## src/hw/rtl/clsc_pkg.sv

```systemverilog
package clsc_pkg;

   // Fixed field widths
   localparam int unsigned WORD_W = 64;
   localparam int unsigned POS_W  = 6;
   localparam int unsigned KIND_W = 2;
   localparam int unsigned FILL_W = 7;

   // Request kinds
   typedef logic [KIND_W-1:0] clsc_kind_type;
   localparam clsc_kind_type KIND_APPEND = 2'd0;
   localparam clsc_kind_type KIND_DELETE = 2'd1;
   localparam clsc_kind_type KIND_GET    = 2'd2;

   // Response status codes
   typedef enum logic [1:0] {
      ST_DONE  = 2'd0,
      ST_FULL  = 2'd1,
      ST_RANGE = 2'd2
   } clsc_status_type;

   // Controller states
   typedef enum logic [2:0] {
      S_IDLE,
      S_EXEC,
      S_GET_WAIT,
      S_SHIFT,
      S_FINISH
   } clsc_state_type;

   // Controller to datapath commands
   typedef struct packed {
      logic            capture;
      logic            do_append;
      logic            set_status;
      clsc_status_type status;
      logic            get_read;
      logic            get_load;
      logic            del_start;
      logic            shift_step;
      logic            del_finish;
      logic            rsp_load;
   } clsc_cmd_type;

   // Datapath to controller status
   typedef struct packed {
      clsc_kind_type kind;
      logic          full;
      logic          in_range;
      logic          shift_more;
      logic          shift_pend;
      logic          rsp_busy;
   } clsc_sts_type;

endpackage

```

## src/hw/rtl/clsc_ctrl.sv

```systemverilog
module clsc_ctrl (
   input  logic                  clock,
   input  logic                  reset,
   input  logic                  req_valid,
   output logic                  req_stall,
   input  clsc_pkg::clsc_sts_type sts,
   output clsc_pkg::clsc_cmd_type cmd
);
   import clsc_pkg::*;

   clsc_state_type state_ff;
   clsc_state_type state_in;

   // State register
   always_ff @(posedge clock) begin
      if (reset) begin
         state_ff <= S_IDLE;
      end else begin
         state_ff <= state_in;
      end
   end

   // Next state and commands
   always_comb begin
      state_in   = state_ff;
      cmd        = '0;
      cmd.status = ST_DONE;
      req_stall  = 1'b1;
      unique case (state_ff)
         S_IDLE: begin
            req_stall = 1'b0;
            if (req_valid) begin
               cmd.capture = 1'b1;
               state_in    = S_EXEC;
            end
         end
         S_EXEC: begin
            unique case (sts.kind)
               KIND_APPEND: begin
                  cmd.set_status = 1'b1;
                  if (sts.full) begin
                     cmd.status = ST_FULL;
                  end else begin
                     cmd.do_append = 1'b1;
                  end
                  state_in = S_FINISH;
               end
               KIND_DELETE: begin
                  if (sts.in_range) begin
                     cmd.del_start = 1'b1;
                     state_in      = S_SHIFT;
                  end else begin
                     cmd.set_status = 1'b1;
                     cmd.status     = ST_RANGE;
                     state_in       = S_FINISH;
                  end
               end
               KIND_GET: begin
                  if (sts.in_range) begin
                     cmd.get_read = 1'b1;
                     state_in     = S_GET_WAIT;
                  end else begin
                     cmd.set_status = 1'b1;
                     cmd.status     = ST_RANGE;
                     state_in       = S_FINISH;
                  end
               end
               default: begin
                  // unused kind code
                  cmd.set_status = 1'b1;
                  cmd.status     = ST_RANGE;
                  state_in       = S_FINISH;
               end
            endcase
         end
         S_GET_WAIT: begin
            cmd.get_load = 1'b1;
            state_in     = S_FINISH;
         end
         S_SHIFT: begin
            // move entries down until the read pointer passes the end and the last write drains
            if (!sts.shift_more && !sts.shift_pend) begin
               cmd.del_finish = 1'b1;
               state_in       = S_FINISH;
            end else begin
               cmd.shift_step = 1'b1;
            end
         end
         S_FINISH: begin
            if (!sts.rsp_busy) begin
               cmd.rsp_load = 1'b1;
               state_in     = S_IDLE;
            end
         end
         default: begin
            state_in = S_IDLE;
         end
      endcase
   end

endmodule

```

## config.mk

```make
export PLATFORM = sky130hd
export DESIGN_NAME = clsc_ctrl
export DESIGN_NICKNAME = d
export VERILOG_FILES = /design/src/hw/rtl/clsc_pkg.sv /design/src/hw/rtl/clsc_ctrl.sv
export SDC_FILE = /design/constraint.sdc
export NUM_CORES = 1
export LEC_CHECK = 0
export ABC_AREA = 1
export BUFFER_PORTS_ARGS = -buffer_cell sky130_fd_sc_hd__buf_2
export CORE_AREA = 2 2 39 41
export CTS_CLUSTER_SIZE = 30
export DETAILED_ROUTE_END_ITERATION = 7
export DIE_AREA = 0 0 41 43
export RECOVER_POWER = 50
export SYNTH_ARGS = -nofsm -noshare
export SYNTH_HDL_FRONTEND = slang
export SYNTH_SLANG_ARGS = --single-unit
```

## constraint.sdc

```tcl
create_clock -name clock -period 1.5 [get_ports clock]
set_input_delay 0.3 -clock clock [delete_from_list [all_inputs] [get_ports clock]]
set_output_delay 0.3 -clock clock [all_outputs]
set_load 0.005 [all_outputs]
```

## Word-level counts from Yosys, hierarchy flattened

Index checks and enable logic that the tools add are counted.

| storage, ports and cells | value |
|---|---|
| flip-flop bits (word level) | 3 |
| output and inout port bits | 12 |
| word-level logic and storage cells | 43 |

| operators by class | value |
|---|---|
| eq/ne operators | 9 |
| multiplexer cells | 26 |
| reduce and logical (&&, ||, !) cells | 7 |

Operators with widths:

| kind | number |
|---|---|
| 3-bit two-way mux | 6 |
| 1-bit two-way mux | 15 |
| 3-bit case mux with 5 select lines | 1 |
| 3-bit case mux with 2 select lines | 2 |
| 3-bit by 2-bit == test with 1-bit output (second input constant) | 2 |
| 2-bit != test (second input constant) | 3 |
| 5-bit two-way mux | 1 |
| 3-bit by 1-bit == test with 1-bit output (second input constant) | 1 |
| 3-bit == test (second input constant) | 1 |
| 3-bit logical NOT | 1 |
| 3-bit AND reduction | 1 |
| 2-bit by 1-bit == test with 1-bit output (second input constant) | 1 |
| 2-bit == test (second input constant) | 1 |
| 1-bit logical NOT | 2 |
| 2-bit logical NOT | 1 |
| 2-bit two-way mux | 1 |
| 2-bit OR reduction | 1 |
| 1-bit logical AND | 1 |

## Depth between registers and ports, before layout

| logic depth | value |
|---|---|
| word-level depth | 4 |
| gate-level depth with buffers | 9 |
| gate-level depth less buffers | 9 |

## Least setup slack after synthesis

OpenSTA, ideal clock, no wires.

| timing path | value |
|---|---|
| kind | input-to-output |
| start point | in sts[5] (netlist bit) |
| end point | out cmd[7] (netlist bit) |
| data arrival time | 1016 ps |
| required time | 1200 ps |
| setup slack | 184 ps |
| stages on the path | 6 |
| path through | inv_1 ha_1 nand2_1 inv_1 nor2_1 o21a_1 |

RTL lines:

| item | RTL line | RTL |
|---|---|---|
| start: declaration | clsc_ctrl.sv:6 | `input clsc_pkg::clsc_sts_type sts,` |
| end: declaration | clsc_ctrl.sv:7 | `output clsc_pkg::clsc_cmd_type cmd` |

==> impl_metrics.prom <==
# TYPE chip_impl_metric gauge
chip_impl_metric{name="fp.dieArea",unit="um^2"} 1760
chip_impl_info{name="largest_register",value="state_ff"} 1
chip_impl_metric{name="core.rowCount",unit=""} 14
chip_impl_metric{name="postCtsHoldBufs",unit=""} 0
chip_impl_metric{name="slew_violations",unit=""} 0
chip_impl_metric{name="post-dp-hpwl",unit="um"} 725
chip_impl_metric{name="critical_path_required",unit="ns"} 1.20
chip_impl_metric{name="worst_slew_pin_slew",unit="ns"} 0.185
chip_impl_metric{name="clock_skew",unit="ns"} 0.000175
chip_impl_metric{name="grt.met3_usage",unit="%"} 1.57
chip_impl_metric{name="grt_pass1_vias",unit=""} 390
chip_impl_metric{name="detailedRoute.firstIterationViolations",unit=""} 3
chip_impl_metric{name="cts.path.max_buffers",unit=""} 2
chip_impl_info{name="layout_commonest_cell",value="sky130_fd_sc_hd__buf_2"} 1
chip_impl_metric{name="fin_area",unit="um^2"} 571
chip_impl_metric{name="largest_register_ffs",unit=""} 3
chip_impl_info{name="cp-end-kind",value="output pin"} 1
chip_impl_metric{name="irDropWorstVdd",unit="mV"} 0.239
chip_impl_metric{name="cts_made_buffers",unit=""} 3
chip_impl_info{name="worstHoldPathType",value="input pin to register"} 1
chip_impl_metric{name="syn-cell-area",unit="um^2"} 369
chip_impl_metric{name="route.detailed.wl_per_inst",unit="um"} 8.47
chip_impl_metric{name="multi_input_comb_area",unit="um^2"} 275
chip_impl_info{name="synthFlopType",value="sky130_fd_sc_hd__dfxtp_1"} 1
chip_impl_metric{name="grt_usage",unit="%"} 10.9
chip_impl_metric{name="min_period",unit="ns"} 1.44
chip_impl_metric{name="cts.sinks",unit=""} 3
chip_impl_metric{name="nFillCells",unit=""} 155
chip_impl_metric{name="max_stage_delay",unit="ns"} 0.20
chip_impl_metric{name="post_synth.cell_area_avg",unit="um^2"} 5.95
chip_impl_metric{name="layout_setup_ws",unit="ns"} 0.0553
chip_impl_info{name="layout.cells.most_common_list",value="sky130_fd_sc_hd__buf_2, sky130_fd_sc_hd__nand2_1, sky130_fd_sc_hd__nor2_1, sky130_fd_sc_hd__inv_1, sky130_fd_sc_hd__buf_4"} 1
chip_impl_metric{name="antenna_cells",unit=""} 0
chip_impl_info{name="layout_top_registers",value="state_ff: 3 flops"} 1
chip_impl_info{name="tritoncts",value="done"} 1
chip_impl_metric{name="count_of_synthesis_stage_warnings_from_yosys",unit=""} 0
chip_impl_metric{name="synth-edff-count",unit=""} 0
chip_impl_metric{name="port_buffers",unit=""} 21
chip_impl_info{name="status",value="complete, no violations"} 1
chip_impl_metric{name="post_route_drc_violation_count",unit=""} 0
chip_impl_metric{name="die_x",unit="um"} 41
chip_impl_metric{name="global_route_wire_length_before_repair",unit="um"} 1370
chip_impl_metric{name="setup_tns",unit="ns"} 0
chip_impl_info{name="crit_chain",value="buf_2 -> inv_2 -> ha_4 -> nand2_1 -> inv_2 -> nor2_2 -> o21a_1 -> buf_2"} 1
chip_impl_metric{name="async_reset_ff_share",unit="%"} 0
chip_impl_metric{name="final_hold_viol_count",unit=""} 0
chip_impl_metric{name="num-nets-final",unit=""} 107
chip_impl_metric{name="total_i_o_pin_count",unit=""} 22
chip_impl_metric{name="initial_antenna_violation_count",unit=""} 0
chip_impl_metric{name="drv_cap",unit=""} 0
chip_impl_metric{name="r2r.worst_path.cells",unit=""} 6
chip_impl_metric{name="post_synth_inst_count",unit=""} 62
chip_impl_metric{name="drive_above_1_share",unit="%"} 41.3
chip_impl_metric{name="layoutNonFillerInstCount",unit=""} 108
chip_impl_metric{name="power.density",unit="nW/um^2"} 722
chip_impl_metric{name="place_inst",unit=""} 103
chip_impl_metric{name="dr.pass1.iters",unit=""} 2
chip_impl_metric{name="placed_area",unit="um^2"} 524
chip_impl_metric{name="grt_start_max_net_pins",unit=""} 9
chip_impl_metric{name="area.growth.synth_to_final",unit="%"} 54.6
chip_impl_metric{name="relSlewSlack",unit="%"} 87.5
chip_impl_metric{name="setup_viol",unit=""} 0
chip_impl_metric{name="drt.antenna.violating_nets",unit=""} 0
chip_impl_info{name="critical_path_source_type",value="input pin"} 1
chip_impl_metric{name="postRouteWirelength",unit="um"} 915
chip_impl_metric{name="clock_latency",unit="ns"} 0.23
chip_impl_metric{name="post_drt_via_cell_ratio",unit=""} 4.23
chip_impl_metric{name="initial_core_util",unit="%"} 26.7
chip_impl_metric{name="timing.critical_path.fanout_max",unit=""} 3
chip_impl_metric{name="global_route.usage.met1",unit="%"} 11.2
chip_impl_metric{name="h-tree-depth",unit=""} 1
chip_impl_metric{name="globalRoute.totalOverflow",unit=""} 0
chip_impl_metric{name="design.core.area",unit="um^2"} 1380
chip_impl_metric{name="cp_data_arrival_time",unit="ns"} 1.14
chip_impl_info{name="highest_delay_cell_along_the_critical_path",value="sky130_fd_sc_hd__ha_4"} 1
chip_impl_info{name="top_usage_layer",value="met2"} 1
chip_impl_metric{name="synth_cell_types",unit=""} 18
chip_impl_metric{name="total_power",unit="mW"} 0.412
chip_impl_metric{name="vias",unit=""} 457
chip_impl_metric{name="place_ws",unit="ns"} -0.0151
chip_impl_metric{name="grt_met2_use",unit="%"} 20.3
chip_impl_metric{name="total_leakage_power",unit="nW"} 0.333
chip_impl_info{name="worst-setup-path-type",value="input pin to output pin"} 1
chip_impl_metric{name="clock.fmax",unit="MHz"} 692
chip_impl_metric{name="number_of_cells_on_the_worst_hold_path",unit=""} 2
chip_impl_metric{name="fp.dieH",unit="um"} 43
chip_impl_metric{name="synth_fp_nets",unit=""} 76
chip_impl_info{name="rsz0062_at_grt",value="no"} 1
chip_impl_metric{name="routabilityCongestion",unit=""} 0.666
chip_impl_info{name="cts_root_buf",value="sky130_fd_sc_hd__clkbuf_4"} 1
chip_impl_metric{name="final.period_utilization",unit="%"} 96.3
chip_impl_metric{name="portion_of_the_post_synthesis_area_used_by_sequential_elements",unit="%"} 16.3
chip_impl_metric{name="clk_pin_slew_worst_paths",unit="ns"} 0.03
chip_impl_metric{name="ys_seq_elements",unit=""} 3
chip_impl_metric{name="area_of_all_sequential_standard_cells",unit="um^2"} 61.3
[per-stage QoR]
stage               utilization, %  hold slack [ns]
floorplan                        -            0.369
global placement              37.9            0.496
detailed placement            37.9            0.498
CTS                           40.5            0.252
global route                  41.2            0.260
finish                        41.2            0.255
[cells by family (layout without fill, tap and decap cells)]
group	after synthesis	in the layout	synth area share [%]
AOI/OAI and AO/OA	6	6	8.81
adders and majority gates	4	4	13.6
buffers and inverters	13	43	13.2
DFF	3	3	16.3
and+or+nand+nor	36	36	48.1
[timing repair]
action | in CTS | in global routing
setup endpoints to repair | 1 | 3
gates resized for setup | 2 | 4
pin swaps | 2 | 1
buffers inserted | 1 | 0
[where the power goes]
group          leakage, nW  internal [mW]  switching [mW]
clock               0.0150         0.0994          0.0379
combinational        0.293         0.0808          0.0904
sequential          0.0249         0.0903          0.0134
total                0.333          0.271           0.142
[synthesized netlist by cell type, types with 2 or more instances]
cell,instances,area share (%)
sky130_fd_sc_hd__inv_1,12,12
sky130_fd_sc_hd__nand2_1,12,12
sky130_fd_sc_hd__nor2_1,10,10
sky130_fd_sc_hd__ha_1,4,14
sky130_fd_sc_hd__nor3_1,4,5.4
sky130_fd_sc_hd__a21oi_1,3,4.1
sky130_fd_sc_hd__dfxtp_1,3,16
sky130_fd_sc_hd__nand3_1,3,4.1
sky130_fd_sc_hd__o21ai_0,2,2.7
[final cells by class]
class / instances / share of cell area (%)
tap: 16 / 3.51
timing repair buffer: 26 / 24.3
multi-input combinational: 46 / 48.2
clock buffer: 4 / 4.61
inverter: 13 / 8.55
sequential: 3 / 10.7
[path summary, 6_finish.rpt]
check / start / endpoint / slack [ns]
worst min-delay path: reset / state_ff[0] / 0.25
worst max register to register: state_ff[2] / state_ff[2] / 0.38
worst min register to register: state_ff[2] / state_ff[0] / 0.61
worst max-delay path: sts[6] / cmd[7] / 0.06
[critical path: cells and delay by family]
| kind | cells | cell delay [ns] |
|---|---|---|
| AOI/OAI and AO/OA | 1 | 0.13 |
| adders and majority gates | 1 | 0.20 |
| buffers and inverters | 4 | 0.34 |
| and+or+nand+nor | 2 | 0.17 |
[layer usage]
metal	vias to the layer above	part of all wire, %
met4	0	0
met5	-	0
met1	188	46
met2	20	46
met3	0	8.3
li1	249	-
Power figures use the tool's default switching activity.
